===== src/sv/lfp_pkg.sv =====
`timescale 1ns / 1ps
// ----------------------------------------------------------------------------
// lfp_pkg
// shared widths and constants of the range-sensor frame parser
// ----------------------------------------------------------------------------
package lfp_pkg;

  localparam int unsigned ByteW   = 8;
  localparam int unsigned WordW   = 16;
  localparam int unsigned TempW   = 14;
  localparam int unsigned StatusW = 2;

  // frame markers and classification thresholds
  localparam logic [ByteW-1:0]   START_BYTE         = 8'h59;
  localparam logic [WordW-1:0]   DIST_FAR           = 16'd65535;
  localparam logic [WordW-1:0]   STRENGTH_FAR_LIMIT = 16'd100;
  localparam logic [WordW-1:0]   DIST_CLOSE         = 16'd65534;
  localparam logic [WordW-1:0]   STRENGTH_CLOSE     = 16'd65535;
  localparam logic [WordW-1:0]   DIST_AMBIENT       = 16'd65532;
  localparam logic [TempW-1:0]   TEMP_OFFSET        = 14'd256;

  // status codes
  localparam logic [StatusW-1:0] STATUS_VALID    = 2'd0;
  localparam logic [StatusW-1:0] STATUS_TOO_FAR  = 2'd1;
  localparam logic [StatusW-1:0] STATUS_SATURATE = 2'd2;
  localparam logic [StatusW-1:0] STATUS_CSUM_ERR = 2'd3;

endpackage


===== src/sv/lfp_if.sv =====
`timescale 1ns / 1ps
// ----------------------------------------------------------------------------
// lfp_if
// valid/ready channels of the frame parser: received bytes in, results out
// ----------------------------------------------------------------------------
interface lfp_byte_if;
  logic                      valid;
  logic                      ready;
  logic [lfp_pkg::ByteW-1:0] rx_byte;

  modport source (output valid, output rx_byte, input ready);
  modport sink   (input valid, input rx_byte, output ready);
endinterface

interface lfp_result_if;
  logic                               valid;
  logic                               ready;
  logic [lfp_pkg::WordW-1:0]          range_cm;
  logic [lfp_pkg::WordW-1:0]          signal_strength;
  logic signed [lfp_pkg::TempW-1:0]   chip_temp;
  logic [lfp_pkg::StatusW-1:0]        status;
  logic                               frame_done;

  modport source (output valid, output range_cm, output signal_strength,
                  output chip_temp, output status, output frame_done,
                  input ready);
  modport sink   (input valid, input range_cm, input signal_strength,
                  input chip_temp, input status, input frame_done,
                  output ready);
endinterface


===== src/sv/lidar_frame_parser.sv =====
`timescale 1ns / 1ps
// ----------------------------------------------------------------------------
// lidar_frame_parser
// byte-serial parser for nine-byte range-sensor frames with sum checksum
// ----------------------------------------------------------------------------
// usage
//   byte_i   : one received link byte per item (rx_byte)
//   result_o : one result item per accepted byte, carrying the currently
//              latched distance, strength, temperature and status, plus
//              frame_done on the checksum byte of a frame
//   frame    : 0x59 0x59 distL distH strL strH tempL tempH checksum
//   timing   : a byte's result is registered, shown the cycle after it is taken
//   rate     : one byte per cycle while not stalled; parser state, latches
//              and the result register all update in the accepting cycle
//   stall    : the latched values themselves form the result register; a
//              byte is taken while the result slot is empty or being drained
//              in the same cycle, so with result_o.ready held high bytes
//              stream through back to back
//   reset    : rst_ni low clears the parser to wait for a start byte, all
//              latched results to zero (status valid) and drops result_o.valid
// ----------------------------------------------------------------------------
module lidar_frame_parser (
  input  logic                 clk_i,
  input  logic                 rst_ni,
  lfp_byte_if.sink             byte_i,
  lfp_result_if.source         result_o
);

  typedef enum logic [2:0] {
    PH_WAIT_SOF,
    PH_DIST_L,
    PH_DIST_H,
    PH_STR_L,
    PH_STR_H,
    PH_TEMP_L,
    PH_TEMP_H,
    PH_CHECKSUM
  } phase_e;

  localparam int unsigned ByteW   = lfp_pkg::ByteW;
  localparam int unsigned WordW   = lfp_pkg::WordW;
  localparam int unsigned TempW   = lfp_pkg::TempW;
  localparam int unsigned StatusW = lfp_pkg::StatusW;

  // parser control
  phase_e               phase_q, phase_d;
  logic                 start_seen_q, start_seen_d;   // one lone start byte seen
  logic [ByteW-1:0]     sum_q, sum_d;

  // payload bytes still needed once their partner byte arrives
  logic [ByteW-1:0]     dist_lo_q, dist_hi_q, str_lo_q, temp_lo_q;

  // latched results, these drive the result channel directly
  logic [WordW-1:0]     dist_q, dist_d;
  logic [WordW-1:0]     str_q, str_d;
  logic [TempW-1:0]     temp_q, temp_d;
  logic [StatusW-1:0]   status_q, status_d;
  logic                 done_q, done_d;
  logic                 out_valid_q;

  logic                 accept;
  logic [ByteW-1:0]     b;
  logic [WordW-1:0]     str_word;
  logic [WordW-1:0]     temp_raw;
  logic [TempW-1:0]     temp_scaled;

  assign byte_i.ready = !out_valid_q || result_o.ready;
  assign accept       = byte_i.valid && byte_i.ready;
  assign b            = byte_i.rx_byte;

  // high byte arrives now, low byte was stored earlier
  assign str_word    = {b, str_lo_q};
  assign temp_raw    = {b, temp_lo_q};
  assign temp_scaled = {1'b0, temp_raw[WordW-1:3]} - lfp_pkg::TEMP_OFFSET;

  function automatic logic [StatusW-1:0] classify(input logic [WordW-1:0] range_val,
                                                   input logic [WordW-1:0] str);
    logic [StatusW-1:0] s;
    s = lfp_pkg::STATUS_VALID;
    if (range_val == lfp_pkg::DIST_FAR && str < lfp_pkg::STRENGTH_FAR_LIMIT) begin
      s = lfp_pkg::STATUS_TOO_FAR;
    end else if (range_val == lfp_pkg::DIST_CLOSE && str == lfp_pkg::STRENGTH_CLOSE) begin
      s = lfp_pkg::STATUS_SATURATE;
    end else if (range_val == lfp_pkg::DIST_AMBIENT) begin
      s = lfp_pkg::STATUS_SATURATE;
    end
    return s;
  endfunction

  // next-state logic for one accepted byte
  always_comb begin
    phase_d      = phase_q;
    start_seen_d = start_seen_q;
    sum_d        = sum_q;
    dist_d       = dist_q;
    str_d        = str_q;
    temp_d       = temp_q;
    status_d     = status_q;
    done_d       = 1'b0;
    unique case (phase_q)
      PH_WAIT_SOF: begin
        if (b == lfp_pkg::START_BYTE) begin
          if (start_seen_q) begin
            // second start byte opens the frame, both count into the sum
            start_seen_d = 1'b0;
            sum_d        = ByteW'(lfp_pkg::START_BYTE + lfp_pkg::START_BYTE);
            phase_d      = PH_DIST_L;
          end else begin
            start_seen_d = 1'b1;
          end
        end else begin
          // idle noise, also after a lone start byte: drop back to idle
          start_seen_d = 1'b0;
          sum_d        = '0;
        end
      end
      PH_CHECKSUM: begin
        if (sum_q != b) begin
          status_d = lfp_pkg::STATUS_CSUM_ERR;
        end
        done_d  = 1'b1;
        sum_d   = '0;
        phase_d = PH_WAIT_SOF;
      end
      default: begin
        // payload bytes, a 0x59 in here is plain data
        sum_d   = sum_q + b;
        phase_d = phase_e'(phase_q + 3'd1);
        if (phase_q == PH_STR_H) begin
          dist_d   = {dist_hi_q, dist_lo_q};
          str_d    = str_word;
          status_d = classify({dist_hi_q, dist_lo_q}, str_word);
        end else if (phase_q == PH_TEMP_H) begin
          temp_d = temp_scaled;
        end
      end
    endcase
  end

  always_ff @(posedge clk_i or negedge rst_ni) begin
    if (!rst_ni) begin
      phase_q      <= PH_WAIT_SOF;
      start_seen_q <= 1'b0;
      sum_q        <= '0;
      dist_q       <= '0;
      str_q        <= '0;
      temp_q       <= '0;
      status_q     <= lfp_pkg::STATUS_VALID;
      done_q       <= 1'b0;
      out_valid_q  <= 1'b0;
    end else begin
      if (accept) begin
        phase_q      <= phase_d;
        start_seen_q <= start_seen_d;
        sum_q        <= sum_d;
        dist_q       <= dist_d;
        str_q        <= str_d;
        temp_q       <= temp_d;
        status_q     <= status_d;
        done_q       <= done_d;
        out_valid_q  <= 1'b1;
      end else if (result_o.ready) begin
        out_valid_q  <= 1'b0;
      end
    end
  end

  // payload byte store, only read after being written in the same frame
  always_ff @(posedge clk_i) begin
    if (accept) begin
      case (phase_q)
        PH_DIST_L: dist_lo_q <= b;
        PH_DIST_H: dist_hi_q <= b;
        PH_STR_L:  str_lo_q  <= b;
        PH_TEMP_L: temp_lo_q <= b;
        default: ;
      endcase
    end
  end

  assign result_o.valid           = out_valid_q;
  assign result_o.range_cm        = dist_q;
  assign result_o.signal_strength = str_q;
  assign result_o.chip_temp       = $signed(temp_q);
  assign result_o.status          = status_q;
  assign result_o.frame_done      = done_q;

  // checksum byte always yields a frame-done result
  assert property (@(posedge clk_i) disable iff (!rst_ni)
    accept && phase_q == PH_CHECKSUM |=> result_o.valid && result_o.frame_done)
    else $error("checksum byte did not flag frame done");

  // no other byte flags frame done
  assert property (@(posedge clk_i) disable iff (!rst_ni)
    accept && phase_q != PH_CHECKSUM |=> !result_o.frame_done)
    else $error("frame done on a non-checksum byte");

  // two start bytes in a row open a frame
  assert property (@(posedge clk_i) disable iff (!rst_ni)
    accept && phase_q == PH_WAIT_SOF && start_seen_q && b == lfp_pkg::START_BYTE
    |=> phase_q == PH_DIST_L)
    else $error("second start byte did not open a frame");

  // a shown frame-done result leaves the parser idle with a clear sum
  assert property (@(posedge clk_i) disable iff (!rst_ni)
    result_o.valid && result_o.frame_done && !result_o.ready
    |-> phase_q == PH_WAIT_SOF && sum_q == '0)
    else $error("parser not idle after a completed frame");

  // a lone start flag only exists while idle
  assert property (@(posedge clk_i) disable iff (!rst_ni)
    start_seen_q |-> phase_q == PH_WAIT_SOF)
    else $error("start flag set inside a frame");

endmodule

===== src/flat_wrapper.sv =====
// flat-port wrapper written by rule: the top's interface ports become plain ports
module lidar_frame_parser_flat 
  (clk_i, rst_ni, byte_i_valid, byte_i_rx_byte, byte_i_ready, result_o_valid, result_o_range_cm, result_o_signal_strength, result_o_chip_temp, result_o_status, result_o_frame_done, result_o_ready);
  lfp_byte_if byte_i_i ();
  lfp_result_if result_o_i ();
  input  logic clk_i;
  input  logic rst_ni;
  input wire logic [$bits(byte_i_i.valid)-1:0] byte_i_valid;
  input wire logic [$bits(byte_i_i.rx_byte)-1:0] byte_i_rx_byte;
  output wire logic [$bits(byte_i_i.ready)-1:0] byte_i_ready;
  output wire logic [$bits(result_o_i.valid)-1:0] result_o_valid;
  output wire logic [$bits(result_o_i.range_cm)-1:0] result_o_range_cm;
  output wire logic [$bits(result_o_i.signal_strength)-1:0] result_o_signal_strength;
  output wire logic [$bits(result_o_i.chip_temp)-1:0] result_o_chip_temp;
  output wire logic [$bits(result_o_i.status)-1:0] result_o_status;
  output wire logic [$bits(result_o_i.frame_done)-1:0] result_o_frame_done;
  input wire logic [$bits(result_o_i.ready)-1:0] result_o_ready;
  assign byte_i_i.valid = byte_i_valid;
  assign byte_i_i.rx_byte = byte_i_rx_byte;
  assign byte_i_ready = byte_i_i.ready;
  assign result_o_valid = result_o_i.valid;
  assign result_o_range_cm = result_o_i.range_cm;
  assign result_o_signal_strength = result_o_i.signal_strength;
  assign result_o_chip_temp = result_o_i.chip_temp;
  assign result_o_status = result_o_i.status;
  assign result_o_frame_done = result_o_i.frame_done;
  assign result_o_i.ready = result_o_ready;
  lidar_frame_parser u_core (.clk_i(clk_i), .rst_ni(rst_ni), .byte_i(byte_i_i), .result_o(result_o_i));
endmodule

===== config.mk =====
export PLATFORM = sky130hd
export DESIGN_NAME = lidar_frame_parser_flat
export DESIGN_NICKNAME = d
export VERILOG_FILES = /design/src/sv/lfp_pkg.sv /design/src/sv/lfp_if.sv /design/src/sv/lidar_frame_parser.sv /design/src/flat_wrapper.sv
export SDC_FILE = /design/constraint.sdc
export NUM_CORES = 1
export LEC_CHECK = 0
export BUFFER_PORTS_ARGS = -buffer_cell sky130_fd_sc_hd__buf_4
export CORE_MARGIN = 2
export CORE_UTILIZATION = 47
export DETAILED_ROUTE_END_ITERATION = 6
export GPL_ROUTABILITY_DRIVEN = 0
export PLACE_DENSITY = 0.65
export SYNTH_ARGS = -nofsm -noshare
export SYNTH_HDL_FRONTEND = slang
export SYNTH_SLANG_ARGS = --single-unit

===== constraint.sdc =====
create_clock -name clk_i -period 2.82 [get_ports clk_i]
set_clock_uncertainty 0.05 [all_clocks]
set_input_delay 0.423 -clock clk_i [delete_from_list [all_inputs] [get_ports clk_i]]
set_output_delay 0.423 -clock clk_i [all_outputs]
set_load 0.03 [all_outputs]

==> results.ini, run 1 <==
[yosys]
yosys.area.top_type=dfrtp_1
synth_top_family_by_area=multiplexers
muxShareOfSynthArea_pct=12.2
synth_commonest_cells=dfrtp_1 (62), mux2_2 (40), edfxtp_1 (29), ha_1 (14), a21oi_1 (13)
netlist.area_leader.share_pct=39.3
netlist_instances=285
yosysWarningCount=0
ys_ff_latch=91
synth-seq-area-share_pct=61.3
synth_edf_count=29
synth_area_leaders=dfrtp_1 (39%), edfxtp_1 (22%), mux2_2 (11%)
synth_flop_cell=dfrtp_1
synth_adder_area_share_pct=4.94
syn-mean-instance-area_um2=13.9
synthArstFlopShare_pct=68.1
ys_types=50
syn_nets=312
synth.most_common_cell=dfrtp_1
syn_area_mm2=0.00395
synthXorXnorAreaFrac_pct=2.00
synth_compound_area_share_pct=8.01
yosys.area_share.simple_pct=8.81

[worst_setup_path]
critPathBufInv=1
crit_required_ns=3.05
max_stage_delay_ns=0.69
crit_slowest_cell=a21oi_1
path_cells=inv_1, ha_1, nand2b_1, nor3_1, a21oi_1, o22ai_1, nor3_2
crit_arrival_ns=2.50
worstPathMaxFanout=11
cp-end-kind=flip-flop
worst-setup-path-type=flip-flop to flip-flop
critical-path-top-delay-family=compound AO/OA/AOI/OAI gates
cp-start-kind=flip-flop

[clocking]
cts_buffer_depth=2
clkTransAtPathRegs_ns=0.09
cts_buffers=9
cts_resized=0
cts_tree=done
cts-root-buf=clkbuf_8
worstSkewPairLatency_ns=0.35
postCtsSetupRepairBufs=0
ctsHoldBuffers=0
htreeDepth=3
cts_sinks=91

[drt]
vias=2458
drc=0
dr.pass1.iters=4
drt-initial-drc-count=107
via_per_inst=5.32
detail-route-antenna-nets=0
drt-total-wl_mm=8.01
avgRoutedWirePerCell_um=17.3

[power_and_ir_drop]
swShare_pct=39.0
sequentialPowerShare_pct=40.1
power_density_mw_per_mm2=1080
leakage_nw=2.13
irDropWorstVdd_uv=509
comb_power_share_pct=42.4
p_int_mw=3.10
power.share.clock_pct=17.5
p_switching_mw=1.98

[global_route]
grtUsageTotal_pct=19.1
grt-ovfl-total=0
grt_max_degree=63
grt_first_pass_wirelength_mm=12.8
grt_pass1_vias=2443
antenna_found_initial=0

[layout]
register_area_mm2=0.00242
nFillCells=703
n_antenna_cell=0
drive_gt1_share_pct=36.7
multiInputGateArea_mm2=0.00142
final_area_mm2=0.00471
fin_cells=462
final_nets=379
area_delta_synth_final_pct=19.3

[die]
rows=33
fp.dieArea_mm2=0.00915
core_mm2=0.00818
start_util_pct=48.3
die_w_um=95.7
die_h_um=95.7
io_pins=63

[sta]
setup_tns_ns=0
drv_slew=0
hold_viol=0
fmax_ghz=0.441
period_needed_ns=2.27
period_share_pct=80.4
grt_setup_unrepaired=false
tightest_slew_ns=0.842
setup_viol=0
relSlewSlack_pct=43.9

[place]
placed_cells=446
place_hpwl_mm=5.56
placement.cell_area_mm2=0.00451
numPortBuffers=62

[worst_hold_path]
hold_path_class=input pin to asynchronous set/reset pin

[run_status]
outcome=finished clean

[flow_run]
cap_violations=0

-- stage by stage --
stage	power, mW	setup WS [ns]	utilization (%)	hold WS, ns
2_1_floorplan	3.47	0.686	-	0.0774
3_3_place_gp	4.20	0.613	55.2	0.407
3_5_place_dp	4.24	0.513	55.2	0.414
4_1_cts	5.13	0.564	57.7	0.130
5_1_grt	5.40	0.425	57.7	0.146
6_report	5.08	0.554	57.7	0.0718
-- layout make-up --
type / count / share of cell area (%)
clock buffers: 9 / 2.63
flip-flops and latches: 91 / 51.4
multi-input cells: 173 / 30.1
clock inverters: 7 / 1.59
inverters: 13 / 1.04
well taps: 105 / 2.79
repair buffers: 64 / 10.5
-- power by group through the flow --
stage	Combinational [mW]	Sequential (mW)	Clock [mW]
after floorplan	0.833	2.64	0
after global placement	2.14	2.06	0
after detailed placement	2.17	2.07	0
after CTS	2.18	2.04	0.910
after global routing	2.34	2.09	0.973
final	2.15	2.04	0.889
-- per-layer routing --
metal  vias up  share of wire, %  global-route usage [%]  routed length (um)
met5         -                 0                       0                   0
met4         0               1.3                    5.71                 101
met3         8               4.7                    4.58                 379
met2        57                49                    30.5                3950
met1      1213                45                    26.0                3570
li1       1180                 -                       -                   -
-- state kept, by name, summed over array words and instances, names as in the netlist --
name,cells
u_core.result_o.range_cm,16
u_core.result_o.signal_strength,16
u_core.result_o.chip_temp,14
u_core.dist_hi_q,8
u_core.dist_lo_q,8
u_core.str_lo_q,8
u_core.sum_q,8
u_core.temp_lo_q,5
u_core.phase_q,3
u_core.result_o.status,2
u_core.result_o.frame_done,1
u_core.result_o.valid,1
u_core.start_seen_q,1
-- final timing paths --
| check | startpoint | end | slack, ns | cells past startpoint |
|---|---|---|---|---|
| setup / recovery | u_core.phase_q[0]$_DFFE_PN0P_ | u_core.sum_q[7]$_DFFE_PN0P_ | 0.55 | 7 |
| setup reg to reg | u_core.phase_q[0]$_DFFE_PN0P_ | u_core.sum_q[7]$_DFFE_PN0P_ | 0.55 | 7 |
| min in group clk_i | byte_i_valid | u_core.result_o.valid$_DFFE_PN0P_ | 0.26 | 2 |
| max in group asynchronous | rst_ni | u_core.result_o.range_cm[1]$_DFFE_PN0P_ | 2.10 | 1 |
| hold / removal | rst_ni | u_core.result_o.frame_done$_DFFE_PN0P_ | 0.07 | 1 |
| hold reg to reg | u_core.temp_lo_q[4]$_DFFE_PP_ | u_core.result_o.chip_temp[1]$_DFFE_PN0P_ | 0.43 | 1 |
-- cells by family (layout without fill, tap and decap cells) --
family                     after synthesis  count (layout)
muxes                                   43              43
xor gates and xnor gates                 9               9
buffers and inverters                   21              93
DFF                                     91              91
AOI/OAI and AO/OA                       47              47
adders and majority gates               15              15
and+or+nand+nor                         59              59
-- cells in the final DEF, fill, tap and decap left out, types with 3 or more instances in the layout --
cell type | netlist | layout
mux2_2 | 40 | 40
dfrtp_1 | 62 | 62
xor2_1 | 5 | 5
a21o_1 | 3 | 3
nor2_1 | 12 | 12
xnor2_1 | 4 | 4
ha_1 | 14 | 14
nand4_1 | 8 | 8
mux2i_1 | 3 | 3
a211oi_1 | 3 | 3
nor3_1 | 3 | 3
buf_4 | 1 | 63
inv_1 | 12 | 12
nand2_1 | 11 | 11
and3_1 | 4 | 4
a21oi_1 | 13 | 13
edfxtp_1 | 29 | 29
a31oi_1 | 3 | 3
clkbuf_8 | 0 | 9
nand3_1 | 3 | 3
o21ai_0 | 11 | 11
No activity file was read; power rests on OpenSTA's default activity.
==> inputs of run 2 (changes only) <==
==> constraint.sdc (replaced) <==
create_clock -name clk_i -period 2.1 [get_ports clk_i]
set_clock_uncertainty 0.05 [all_clocks]
set_input_delay 0.315 -clock clk_i [delete_from_list [all_inputs] [get_ports clk_i]]
set_output_delay 0.315 -clock clk_i [all_outputs]
set_load 0.03 [all_outputs]
==> run 2 against run 1 <==
Against the previous run:
- non-clock buffer count increased by 22
- sequential cell count unchanged
- the flow now finishes with violations (hold timing)
- total power increased by 41%
- sequential power increased by 35%
- largest cell class unchanged
- core utilization increased by 2.8 points
- via count increased by 5.6%
- global-route usage increased by 0.55 points
==> results.ini, run 2 (synthesized netlist as in run 1, its figures left out) <==
[sta]
relSlewSlack_pct=46.7
tightest_slew_ns=0.799
fin_hold_ws_ns=-0.0184
hold_viol=26
setup_ws_ns=0.0561
drv_slew=0
period_needed_ns=2.04
period_share_pct=97.3
fmax_ghz=0.489
setup_viol=0

[flow_run]
cap_violations=0

[worst_setup_path]
worstPathMaxFanout=3
critPathBufInv=0
crit_slowest_cell=dfrtp_1
ff2ff_path_depth=6
cp_num_cells=6
critical-path-top-delay-family=compound AO/OA/AOI/OAI gates
worst-setup-path-type=flip-flop to flip-flop
max_stage_delay_ns=0.43
crit_required_ns=2.30
cp-start-kind=flip-flop
crit_arrival_ns=2.25
cp-end-kind=flip-flop
path_cells=ha_1, a211oi_2, o21ai_0, o31a_2, a211oi_1, nor3_2

[drt]
via_per_inst=5.36
avgRoutedWirePerCell_um=17.0
detail-route-antenna-nets=0
drt-initial-drc-count=93
drc=0
vias=2596
dr.pass1.iters=5
drt-total-wl_mm=8.21

[die]
start_util_pct=48.3
core_mm2=0.00818
die_w_um=95.7
die_h_um=95.7
fp.dieArea_mm2=0.00915
rows=33
io_pins=63

[clocking]
cts_buffer_depth=2
cts-root-buf=clkbuf_8
cts_tree=done
postCtsSetupRepairBufs=0
htreeDepth=3
cts_sinks=91
cts_buffers=9
worstSkewPairLatency_ns=0.36
clkTransAtPathRegs_ns=0.09

[layout]
area_delta_synth_final_pct=25.1
final_nets=401
final_area_mm2=0.00494
final_cell_mix=buf_4 (85), dfrtp_1 (62), mux2_2 (40), edfxtp_1 (29), ha_1 (14)
nFillCells=678
drive_gt1_share_pct=40.9
fin_cells=484
layout_commonest_cell=buf_4
n_antenna_cell=0

[run_status]
violations=hold timing
outcome=finished, violations left

[power_and_ir_drop]
power_mw=7.14
power_density_mw_per_mm2=1440
leakage_nw=2.27
irDropWorstVdd_uv=696

[global_route]
antenna_found_initial=0
grtUsageTotal_pct=19.6
grt_first_pass_wirelength_mm=13.2
grt-ovfl-total=0
grt_pass1_vias=2570
grt_max_degree=63

[place]
place_ws_ns=-0.00639
place_hpwl_mm=6.06
placed_cells=468
numPortBuffers=62
placement.cell_area_mm2=0.00468

[worst_hold_path]
hold_path_class=input pin to asynchronous set/reset pin

[run 2: repair_timing]
action,4_1_cts,5_1_grt
gates resized for setup,0,2
hold buffers,0,0
setup endpoints to repair,0,2
[run 2: per-stage QoR]
stage / utilization (%) / setup TNS (ns)
6_report: 60.4 / 0
2_1_floorplan: - / 0
3_5_place_dp: 57.3 / -0.00639
5_1_grt: 60.4 / -0.0315
4_1_cts: 60.3 / 0
3_3_place_gp: 57.3 / 0
[run 2: where the power goes]
group | switching (mW) | internal [mW]
logic | 1.71 | 1.27
clock network | 0.617 | 0.784
registers | 0.338 | 2.41
[run 2: routing by layer]
metal | GRT usage, % | wire length (um)
met1 | 25.1 | 3520
met2 | 32.9 | 4180
met3 | 5.14 | 407
met5 | 0 | 0
met4 | 5.71 | 102
[run 2: area by class of cell]
class / count / area (um2) / share of cell area [%]
flip-flops and latches: 91 / 2420 / 49.0
multi-input cells: 173 / 1430 / 29.0
repair buffers: 86 / 658 / 13.3
clock buffers: 12 / 166 / 3.37
well taps: 105 / 131 / 2.66
clock inverters: 4 / 78.8 / 1.60
inverters: 13 / 48.8 / 0.988
[run 2: path summary, 6_finish.rpt]
kind | start | to | slack, ns
min reg2reg | u_core.temp_lo_q[6]$_DFFE_PP_ | u_core.result_o.chip_temp[3]$_DFFE_PN0P_ | 0.43
min in group clk_i | byte_i_rx_byte[5] | u_core.str_lo_q[5]$_DFFE_PP_ | 0.14
max | u_core.sum_q[1]$_DFFE_PN0P_ | u_core.sum_q[7]$_DFFE_PN0P_ | 0.06
max in group asynchronous | rst_ni | u_core.result_o.chip_temp[5]$_DFFE_PN0P_ | 1.48
min | rst_ni | u_core.sum_q[3]$_DFFE_PN0P_ | -0.02
max reg2reg | u_core.sum_q[1]$_DFFE_PN0P_ | u_core.sum_q[7]$_DFFE_PN0P_ | 0.06
[run 2: worst register-to-register path: stages, from the launching register on]
cell	delay (ns)
dfrtp_1	0.43
ha_1	0.34
a211oi_2	0.26
o21ai_0	0.15
o31a_2	0.36
a211oi_1	0.28
nor3_2	0.07
==> inputs of run 3 (changes only) <==
--- a/config.mk
+++ b/config.mk
@@ -7,10 +7,11 @@
 export LEC_CHECK = 0
 export BUFFER_PORTS_ARGS = -buffer_cell sky130_fd_sc_hd__buf_4
 export CORE_MARGIN = 2
-export CORE_UTILIZATION = 47
+export CORE_UTILIZATION = 50
 export DETAILED_ROUTE_END_ITERATION = 6
 export GPL_ROUTABILITY_DRIVEN = 0
-export PLACE_DENSITY = 0.65
+export PLACE_DENSITY = 0.69
+export REMOVE_ABC_BUFFERS = 1
 export SYNTH_ARGS = -nofsm -noshare
 export SYNTH_HDL_FRONTEND = slang
 export SYNTH_SLANG_ARGS = --single-unit
==> constraint.sdc (replaced) <==
create_clock -name clk_i -period 1.98 [get_ports clk_i]
set_clock_uncertainty 0.05 [all_clocks]
set_input_delay 0.297 -clock clk_i [delete_from_list [all_inputs] [get_ports clk_i]]
set_output_delay 0.297 -clock clk_i [all_outputs]
set_load 0.03 [all_outputs]
==> run 3 against run 2 <==
Against the previous run:
- the run now ends clean
- total power grew 6.2%
- global-route usage grew 2.3 points
- non-clock buffer count grew 17
- worst hold slack gained 0.20 ns
- core utilization grew 5.3 points
- register-to-register slack gained 0.03 ns
- critical path depth is the same
- cell count grew 2.9%
- first-iteration DRC count grew 44%
- worst setup slack gained 0.030 ns
- combinational power grew 13%
- largest power group unchanged
- sequential power grew 6%
==> results.ini, run 3 (synthesized netlist as in run 1, its figures left out) <==
[worst_setup_path]
worst-setup-path-type=flip-flop to flip-flop
cp-end-kind=flip-flop
max_stage_delay_ns=0.41
critical-path-top-delay-family=buffers and inverters
path_cells=inv_1, ha_1, buf_4, nor4b_4, buf_12, mux2_2
crit_required_ns=2.17
crit_arrival_ns=2.09
critPathBufInv=3
worstPathMaxFanout=15
crit_slowest_cell=dfrtp_1
cp-start-kind=flip-flop

[worst_hold_path]
hold_path_class=input pin to flip-flop

[global_route]
grt_max_degree=63
grt_pass1_vias=2680
antenna_found_initial=0
grt-ovfl-total=0
grtUsageTotal_pct=21.9
grt_first_pass_wirelength_mm=14.2

[clocking]
postCtsSetupRepairBufs=0
cts_sinks=91
cts_buffer_depth=2
cts-root-buf=clkbuf_8
cts_buffers=9
cts_tree=done
htreeDepth=3
worstSkewPairLatency_ns=0.36
clkTransAtPathRegs_ns=0.09

[layout]
layout_commonest_cell=buf_4
n_antenna_cell=0
final_cell_mix=buf_4 (100), dfrtp_1 (62), mux2_2 (40), edfxtp_1 (29)
area_delta_synth_final_pct=28.0
fin_cells=498
final_area_mm2=0.00506
final_nets=418
drive_gt1_share_pct=44.7
fin_util_pct=65.8

[flow_run]
cap_violations=0

[die]
rows=32
die_w_um=92.9
core_mm2=0.00769
fp.dieArea_mm2=0.00863
start_util_pct=51.4
die_h_um=92.9
io_pins=63

[drt]
drt-met1-wl_mm=3.83
via_per_inst=5.47
met3WireLength_um=396
top_layer_used=met4
dr.pass1.iters=4
wl_met2_mm=4.32
drc=0
detail-route-antenna-nets=0
vias=2725
drt-total-wl_mm=8.70
drt-initial-drc-count=134
avgRoutedWirePerCell_um=17.5

[sta]
hold_viol=0
setup_tns_ns=0
period_share_pct=95.6
period_needed_ns=1.89
relSlewSlack_pct=47.3
fmax_ghz=0.528
tightest_slew_ns=0.790
drv_slew=0
setup_ws_ns=0.0864
setup_viol=0
grt_setup_unrepaired=false

[place]
numPortBuffers=62
place_hpwl_mm=6.30
place_ws_ns=-0.0529
placed_cells=481
placement.cell_area_mm2=0.00481

[power_and_ir_drop]
power_density_mw_per_mm2=1500
leakage_nw=2.32
irDropWorstVdd_uv=856

[run_status]
outcome=finished clean

run 3: worst paths after layout:
kind | slack, ns | endpoint | startpoint | cells past startpoint
setup / recovery | 0.09 | u_core.result_o.chip_temp[4]$_DFFE_PN0P_ | u_core.phase_q[0]$_DFFE_PN0P_ | 6
hold / removal | 0.18 | u_core.result_o.valid$_DFFE_PN0P_ | byte_i_valid | 2
setup reg to reg | 0.09 | u_core.result_o.chip_temp[4]$_DFFE_PN0P_ | u_core.phase_q[0]$_DFFE_PN0P_ | 6
hold reg to reg | 0.44 | u_core.result_o.chip_temp[4]$_DFFE_PN0P_ | u_core.temp_lo_q[7]$_DFFE_PP_ | 1
max in group asynchronous | 0.85 | u_core.phase_q[2]$_DFFE_PN0P_ | rst_ni | 2
min in group asynchronous | 0.51 | u_core.sum_q[2]$_DFFE_PN0P_ | rst_ni | 2
run 3: report_power, final:
group	internal [mW]	total, mW	leakage, nW	switching [mW]
combinational	1.49	3.39	1.17	1.90
clock	0.595	1.28	0.0935	0.682
sequential	2.56	2.91	1.06	0.358
total	4.64	7.58	2.32	2.94
run 3: metal layers:
layer	vias to the layer above	GRT usage, %
li1	1270	-
met1	1373	30.3
met2	67	34.6
met3	15	5.29
met4	0	6.37
met5	-	0
run 3: area by class of cell:
cell class / instances / area [um2]
Clock buffer: 10 / 128
Tap cell: 102 / 128
Sequential cell: 91 / 2420
Multi-Input combinational cell: 173 / 1460
Fill cell: 613 / 2630
Timing Repair Buffer: 103 / 801
Inverter: 13 / 48.8
Clock inverter: 6 / 71.3
run 3: stage by stage:
step	hold slack [ns]	power, mW
6_report	0.178	7.58
4_1_cts	0.166	7.59
3_3_place_gp	0.390	6.22
2_1_floorplan	-0.0486	4.93
5_1_grt	0.158	8.01
3_5_place_dp	0.391	6.31
run 3: what timing repair did:
item,in CTS,in global routing
hold endpoints to repair,7,0
pin swaps,0,1
hold buffers,1,0
gates resized for setup,3,6
endpoints found under the setup margin,4,10
